## config.mk

```make
export PLATFORM = sky130hd
export DESIGN_NAME = sync_length_xor_frame_parser
export DESIGN_NICKNAME = d
export VERILOG_FILES = /design/src/design/slxfp_pkg.sv /design/src/design/sync_length_xor_frame_parser.sv
export SDC_FILE = /design/constraint.sdc
export NUM_CORES = 1
export LEC_CHECK = 0
export ABC_AREA = 1
export CORE_UTILIZATION = 45
export CTS_BUF_LIST = sky130_fd_sc_hd__clkbuf_16
export CTS_CLUSTER_SIZE = 14
export DETAILED_ROUTE_END_ITERATION = 6
export DONT_BUFFER_PORTS = 1
export GPL_ROUTABILITY_DRIVEN = 0
export GPL_TIMING_DRIVEN = 0
export PLACE_DENSITY_LB_ADDON = 0.08
export SYNTH_ARGS = -nofsm -noshare
export SYNTH_HDL_FRONTEND = slang
export SYNTH_SLANG_ARGS = --single-unit
export TNS_END_PERCENT = 20
```

## constraint.sdc

```tcl
create_clock -name clk -period 3 [get_ports clk]
set_input_delay 0.6 -clock clk [delete_from_list [all_inputs] [get_ports clk]]
set_output_delay 0.6 -clock clk [all_outputs]
set_load 0.05 [all_outputs]
```

## src/design/slxfp_pkg.sv

```systemverilog
// Package for the sync/length/XOR frame parser.
// Holds the parse phase type, status and kind codes and the framing constants.
// No dependencies.
`default_nettype none

package slxfp_pkg;

  localparam logic [7:0]  SYNC_FIRST      = 8'hAA;
  localparam logic [7:0]  SYNC_SECOND     = 8'h75;
  localparam logic [15:0] MAX_LEN_RESET   = 16'd1024;
  localparam int          FRAME_OVERHEAD  = 7;

  typedef enum logic [2:0] {
    PH_HUNT     = 3'd0,
    PH_SYNC2    = 3'd1,
    PH_CMD      = 3'd2,
    PH_LEN_HI   = 3'd3,
    PH_LEN_LO   = 3'd4,
    PH_RESERVED = 3'd5,
    PH_PAYLOAD  = 3'd6,
    PH_CHECK    = 3'd7
  } phase_t;

  typedef enum logic [1:0] {
    STATUS_OK       = 2'd0,
    STATUS_CSUM_ERR = 2'd1,
    STATUS_TOO_LONG = 2'd2
  } status_t;

  typedef enum logic {
    KIND_PAYLOAD = 1'b0,
    KIND_VERDICT = 1'b1
  } kind_t;

endpackage

`default_nettype wire

```

## src/design/sync_length_xor_frame_parser.sv

```systemverilog
// Top level of the sync/length/XOR frame parser.
// Depends on slxfp_pkg for the phase type, codes and constants.
//
//   Channel  Ports                         Direction  Moves
//   in       in_valid/in_ready/in_rx_byte  in         one received byte per request
//   out      out_valid/out_ready/out_*     out        payload byte or frame-end verdict
//   cfg      cfg_wr_en/cfg_wr_data         in         maximum payload length
//
// Each byte is parsed in the cycle it is accepted, one byte per cycle while in_ready is high.
// Any result appears in the output register on the following cycle.
// A new byte is taken whenever the output register is empty or being drained,
// so a stalled output holds back input only while a result is waiting.
// Reset returns the parser to hunting and sets the maximum length to 1024.
`default_nettype none

module sync_length_xor_frame_parser (
  input  wire logic        clk,
  input  wire logic        rst_n,
  input  wire logic        in_valid,
  output logic             in_ready,
  input  wire logic [7:0]  in_rx_byte,
  output logic             out_valid,
  input  wire logic        out_ready,
  output logic             out_result_kind,
  output logic [7:0]       out_command_code,
  output logic [7:0]       out_payload_byte,
  output logic [15:0]      out_payload_index,
  output logic [15:0]      out_frame_length,
  output logic [1:0]       out_frame_status,
  output logic             out_last_of_frame,
  input  wire logic        cfg_wr_en,
  input  wire logic [15:0] cfg_wr_data
);

  slxfp_pkg::phase_t phase_r, phase_nxt;
  logic [7:0]  held_command_r, held_command_nxt;
  logic [15:0] held_length_r, held_length_nxt;
  logic [15:0] payload_count_r, payload_count_nxt;
  logic [7:0]  running_xor_r, running_xor_nxt;
  logic [15:0] max_len_r;

  logic        out_valid_r, out_valid_nxt;
  logic        emit;
  logic        kind_nxt;
  logic [7:0]  data_nxt;
  logic [15:0] index_nxt;
  logic [1:0]  status_nxt;
  logic        in_fire;
  logic [15:0] len_full;
  logic [15:0] count_inc;

  logic        kind_r;
  logic [7:0]  cmd_out_r;
  logic [7:0]  data_r;
  logic [15:0] index_r;
  logic [15:0] length_out_r;
  logic [1:0]  status_r;

  assign in_ready  = !out_valid_r || out_ready;
  assign in_fire   = in_valid && in_ready;
  assign len_full  = {held_length_r[15:8], in_rx_byte};
  assign count_inc = payload_count_r + 16'd1;

  always_comb begin
    phase_nxt         = phase_r;
    held_command_nxt  = held_command_r;
    held_length_nxt   = held_length_r;
    payload_count_nxt = payload_count_r;
    running_xor_nxt   = running_xor_r;
    emit              = 1'b0;
    kind_nxt          = slxfp_pkg::KIND_PAYLOAD;
    data_nxt          = 8'd0;
    index_nxt         = 16'd0;
    status_nxt        = slxfp_pkg::STATUS_OK;
    case (phase_r)
      slxfp_pkg::PH_HUNT: begin
        if (in_rx_byte == slxfp_pkg::SYNC_FIRST) begin
          running_xor_nxt = in_rx_byte;
          phase_nxt       = slxfp_pkg::PH_SYNC2;
        end
      end
      slxfp_pkg::PH_SYNC2: begin
        if (in_rx_byte == slxfp_pkg::SYNC_SECOND) begin
          running_xor_nxt = slxfp_pkg::SYNC_FIRST ^ slxfp_pkg::SYNC_SECOND;
          phase_nxt       = slxfp_pkg::PH_CMD;
        end else if (in_rx_byte == slxfp_pkg::SYNC_FIRST) begin
          running_xor_nxt = in_rx_byte;
        end else begin
          phase_nxt = slxfp_pkg::PH_HUNT;
        end
      end
      slxfp_pkg::PH_CMD: begin
        held_command_nxt  = in_rx_byte;
        held_length_nxt   = 16'd0;
        payload_count_nxt = 16'd0;
        running_xor_nxt   = running_xor_r ^ in_rx_byte;
        phase_nxt         = slxfp_pkg::PH_LEN_HI;
      end
      slxfp_pkg::PH_LEN_HI: begin
        held_length_nxt = {in_rx_byte, 8'd0};
        running_xor_nxt = running_xor_r ^ in_rx_byte;
        phase_nxt       = slxfp_pkg::PH_LEN_LO;
      end
      slxfp_pkg::PH_LEN_LO: begin
        held_length_nxt = len_full;
        running_xor_nxt = running_xor_r ^ in_rx_byte;
        if (len_full > max_len_r) begin
          emit       = 1'b1;
          kind_nxt   = slxfp_pkg::KIND_VERDICT;
          status_nxt = slxfp_pkg::STATUS_TOO_LONG;
          phase_nxt  = slxfp_pkg::PH_HUNT;
        end else begin
          phase_nxt = slxfp_pkg::PH_RESERVED;
        end
      end
      slxfp_pkg::PH_RESERVED: begin
        running_xor_nxt   = running_xor_r ^ in_rx_byte;
        payload_count_nxt = 16'd0;
        phase_nxt         = (held_length_r == 16'd0) ? slxfp_pkg::PH_CHECK
                                                     : slxfp_pkg::PH_PAYLOAD;
      end
      slxfp_pkg::PH_PAYLOAD: begin
        running_xor_nxt   = running_xor_r ^ in_rx_byte;
        emit              = 1'b1;
        data_nxt          = in_rx_byte;
        index_nxt         = payload_count_r;
        payload_count_nxt = count_inc;
        if (count_inc >= held_length_r) begin
          phase_nxt = slxfp_pkg::PH_CHECK;
        end
      end
      slxfp_pkg::PH_CHECK: begin
        emit       = 1'b1;
        kind_nxt   = slxfp_pkg::KIND_VERDICT;
        status_nxt = (in_rx_byte == running_xor_r) ? slxfp_pkg::STATUS_OK
                                                   : slxfp_pkg::STATUS_CSUM_ERR;
        phase_nxt  = slxfp_pkg::PH_HUNT;
      end
      default: begin
        phase_nxt = slxfp_pkg::PH_HUNT;
      end
    endcase
  end

  always_comb begin
    out_valid_nxt = out_valid_r && !out_ready;
    if (in_fire && emit) begin
      out_valid_nxt = 1'b1;
    end
  end

  always_ff @(posedge clk) begin
    if (!rst_n) begin
      phase_r         <= slxfp_pkg::PH_HUNT;
      held_command_r  <= 8'd0;
      held_length_r   <= 16'd0;
      payload_count_r <= 16'd0;
      running_xor_r   <= 8'd0;
      max_len_r       <= slxfp_pkg::MAX_LEN_RESET;
      out_valid_r     <= 1'b0;
    end else begin
      if (in_fire) begin
        phase_r         <= phase_nxt;
        held_command_r  <= held_command_nxt;
        held_length_r   <= held_length_nxt;
        payload_count_r <= payload_count_nxt;
        running_xor_r   <= running_xor_nxt;
      end
      if (cfg_wr_en) begin
        max_len_r <= cfg_wr_data;
      end
      out_valid_r <= out_valid_nxt;
    end
  end

  always_ff @(posedge clk) begin
    if (in_fire && emit) begin
      kind_r       <= kind_nxt;
      cmd_out_r    <= held_command_nxt;
      data_r       <= data_nxt;
      index_r      <= index_nxt;
      length_out_r <= held_length_nxt;
      status_r     <= status_nxt;
    end
  end

  assign out_valid         = out_valid_r;
  assign out_result_kind   = kind_r;
  assign out_command_code  = cmd_out_r;
  assign out_payload_byte  = data_r;
  assign out_payload_index = index_r;
  assign out_frame_length  = length_out_r;
  assign out_frame_status  = status_r;
  assign out_last_of_frame = kind_r;

  // The checksum byte always closes the frame with a verdict and a return to hunting.
  a_check_closes: assert property (@(posedge clk) disable iff (!rst_n)
    (in_fire && phase_r == slxfp_pkg::PH_CHECK) |=>
      (phase_r == slxfp_pkg::PH_HUNT && out_valid_r
       && out_result_kind == slxfp_pkg::KIND_VERDICT))
    else $error("checksum byte did not close the frame");

  // A payload byte result always lies inside the declared length.
  a_index_in_range: assert property (@(posedge clk) disable iff (!rst_n)
    (out_valid_r && out_result_kind == slxfp_pkg::KIND_PAYLOAD) |->
      (out_payload_index < out_frame_length))
    else $error("payload index beyond declared length");

  // While taking payload, the count never reaches the declared length.
  a_count_bound: assert property (@(posedge clk) disable iff (!rst_n)
    (phase_r == slxfp_pkg::PH_PAYLOAD) |-> (payload_count_r < held_length_r))
    else $error("payload count ran past length");

  // A too-long verdict only reports a length above the maximum.
  a_too_long: assert property (@(posedge clk) disable iff (!rst_n)
    (in_fire && emit && status_nxt == slxfp_pkg::STATUS_TOO_LONG) |->
      (held_length_nxt > max_len_r))
    else $error("too-long verdict for an allowed length");

endmodule

`default_nettype wire
```

==> results.md <==
- Status: completed
- Count of pins on the block boundary: 83
- Highest Clock Rate: 358 MHz
- Die Span Y: 116 um
- Remaining number of nets flagged by the antenna check after routing: 0
- Syn Inst Count: 700
- Clock edge transition at the registers on the reported setup and hold paths: 0.06 ns
- Final Instance Area: 6680 um^2
- Die Outline Area: 13500 um^2
- Total clock buffers created by CTS: 17
- IR drop worst, VDD: 0.303 mV
- Post-route worst setup slack: 0.209 ns
- Synth warnings: 0
- Nets: 782
- Postcts setup bufs: 0
- Commonest cells after routing, fill and taps aside: nand2_1, inv_1, nor2_1
- Number of max-cap violations: 0
- Setup Total Neg Slack: 0 ns
- Synth cell types: 39
- Clock Skews: 0.0109 ns
- Leakage dissipation: 0.00280 uW
- Worst path max stage delay: 0.38 ns
- Initial Utilization: 46.3%
- H-tree levels: 4
- Fin crit period: 2.79 ns
- Via/cell ratio: 5.24
- Hold crit path type: in -> reg
- Number of sinks handled by clock tree synthesis: 119
- Count of buffers inserted at the top-level ports: 0
- Antenna violations before repair: 1
- Clock latency at the later pin of the worst-skew pair: 0.42 ns
- Total global routing overflow: 0
- Die span in x: 116 um
- Buffers and inverters on the worst path: 3
- Via Count: 4745
- Hold-fix buffers at CTS: 0
- Critical path cell sequence: ha_1 -> nand3_1 -> nor2_1 -> nand3_2 -> inv_2 -> nand3_1 -> xor2_1 -> inv_1 -> ha_1 -> nand2_1 -> nor2_1 -> a21oi_1 -> nand4_1 -> nand2_2 -> inv_1 -> nand2_1 -> a21oi_1
- Wire per inst: 15.7 um
- Most common cell after layout, fill and taps aside: nand2_1
- Global-route wire length before repair: 22600 um
- Antenna cell count: 0
- Cell with the largest stage delay on the worst path: dfxtp_2
- Tightest Pin Transition: 0.618 ns
- Data arrival at the endpoint of the critical path: 3.06 ns
- Clock root buffer master: clkbuf_16
- Post-synth net total: 762
- Total placed instance area: 6100 um^2
- Syn_area_per_cell: 8.38 um^2
- Proportion of layout cells with a drive suffix above 1: 8.32%
- Worst Path Max Fanout: 5
- Worst endpoint required time: 3.27 ns
- Gates resized, CTS repair: 0
- Number of failing hold endpoints at the final stage: 0
- Final setup violating endpoints: 0
- Max-slew headroom: 58.8%
- Setup crit end kind: register
- Number of storage elements in the synthesis netlist: 119
- Core region area: 12700 um^2
- Pin count of the biggest net entering global routing: 41
- Final-layout fill cell count: 1170
- Placed wire-length estimate after detailed placement: 10300 um
- Share of synthesized area occupied by flip-flops and latches: 49.3%
- Worst setup path category: reg -> reg
- DRT iter0 DRCs: 351
- Post-Synthesis Cell Area: 5860 um^2
- Number of global-route vias before repair: 4500
- CTS tree: built
- Maximum root-to-sink buffer count: 2
- Number of rows in the core area: 41
- Pre-CTS setup slack: 0.106 ns
- Family with the most delay on the worst path: simple AND/OR/NAND/NOR gates
- DRC violation count after routing: 0
- Drt pass-1 iters: 5
- Routed wire length: 14200 um
- Power Dens Cells: 592 nW/um^2
- Final Slew Violations: 0
- Area delta synth->final: 13.9%
- Combined global-route utilization of all metal layers: 22.5%
- Fin crit share: 93.0%
- Critical Path Start Type: register
cells in the mapped netlist:
cell type	n	area share, %
nand3_1	16	1.4
nor4_4	1	0.36
clkinv_1	1	0.064
nor2_1	81	5.2
buf_4	2	0.26
a21oi_2	1	0.15
inv_1	109	7.0
edfxtp_1	51	26
xor2_2	1	0.28
nor4b_1	1	0.15
o21ai_2	1	0.15
nand2_4	1	0.19
nor3_2	1	0.17
nand2_1	116	7.4
and2_1	1	0.11
dfxtp_1	68	23
inv_2	5	0.32
xor2_1	16	2.4
nand2_2	2	0.21
o21ai_1	1	0.085
nor2_4	3	0.58
nor2_2	2	0.21
a21oi_1	59	5.0
nand3_2	2	0.34
clkbuf_1	14	0.90
a21o_1	2	0.26
nor4_1	3	0.32
nor3_1	5	0.43
a31oi_1	5	0.53
buf_2	1	0.085
o22ai_1	16	1.7
a211oi_1	8	1.0
buf_1	3	0.19
o21a_1	1	0.13
xnor2_1	2	0.30
o21ai_0	57	4.9
nand4_1	7	0.75
o211ai_1	1	0.13
ha_1	33	7.0
metrics by stage:
step           std cells  hold slack, ns  util [%]  power, uW
6_report             905           0.289      52.7       3950
3_3_place_gp         872           0.455      48.0       2030
3_5_place_dp         873           0.463      48.1       2040
5_1_grt              905           0.286      52.7       4090
2_1_floorplan        700           0.433         -       1970
4_1_cts              905           0.276      52.6       3970
layer usage:
metal,GRT usage (%),vias up,share of wire (%)
met5,0,-,0
met3,5.40,22,5.2
met2,34.8,146,44
met1,30.0,2227,49
met4,10.1,0,2.0
li1,-,2350,-
power breakdown:
part	internal (uW)	switching (uW)	total, uW
Clock	1200	738	1940
Combinational	89.8	177	267
Sequential	1720	20.5	1740
Total	3020	935	3950
cell type report:
cell class / instances / area (um^2) / share of cell area [%]
Sequential cell: 119 / 2890 / 43.3
Multi-Input combinational cell: 446 / 2470 / 37.0
Inverter: 115 / 432 / 6.46
Clock buffer: 17 / 425 / 6.37
Tap cell: 172 / 215 / 3.22
Clock inverter: 15 / 138 / 2.06
Buffer: 20 / 83.8 / 1.26
Timing Repair Buffer: 1 / 20.0 / 0.300
path summary, 6_finish.rpt:
check	startpoint	to	cells past startpoint	slack, ns
worst max register to register	payload_count_r[0]$_SDFFE_PN0P_	phase_r[2]$_SDFFE_PN0P_	17	0.21
worst min register to register	payload_count_r[10]$_SDFFE_PN0P_	payload_count_r[10]$_SDFFE_PN0P_	2	0.47
worst min-delay path	cfg_wr_en	max_len_r[10]$_SDFFE_PN1P_	1	0.29
worst max-delay path	payload_count_r[0]$_SDFFE_PN0P_	phase_r[2]$_SDFFE_PN0P_	17	0.21
state kept, by name (all words and copies together), names as in the netlist:
name and flops:
out_frame_status 2, held_command_r 8, held_length_r 16, out_frame_length 16
out_valid 1, phase_r 3, out_command_code 8, out_payload_byte 8
max_len_r 16, out_last_of_frame 1, payload_count_r 16, out_payload_index 16
running_xor_r 8
kinds of logic (layout without fill, tap and decap cells):
kind of cell               Yosys count  count (layout)  share of synthesized area (%)
buffers and inverters              135             168                           8.79
DFF                                119             119                           49.3
and+or+nand+nor                    242             242                           17.8
adders and majority gates           33              33                           7.04
xor gates and xnor gates            19              19                           2.97
AOI/OAI and AO/OA                  152             152                           14.1
Note: power is estimated with default switching activity, not from simulation.
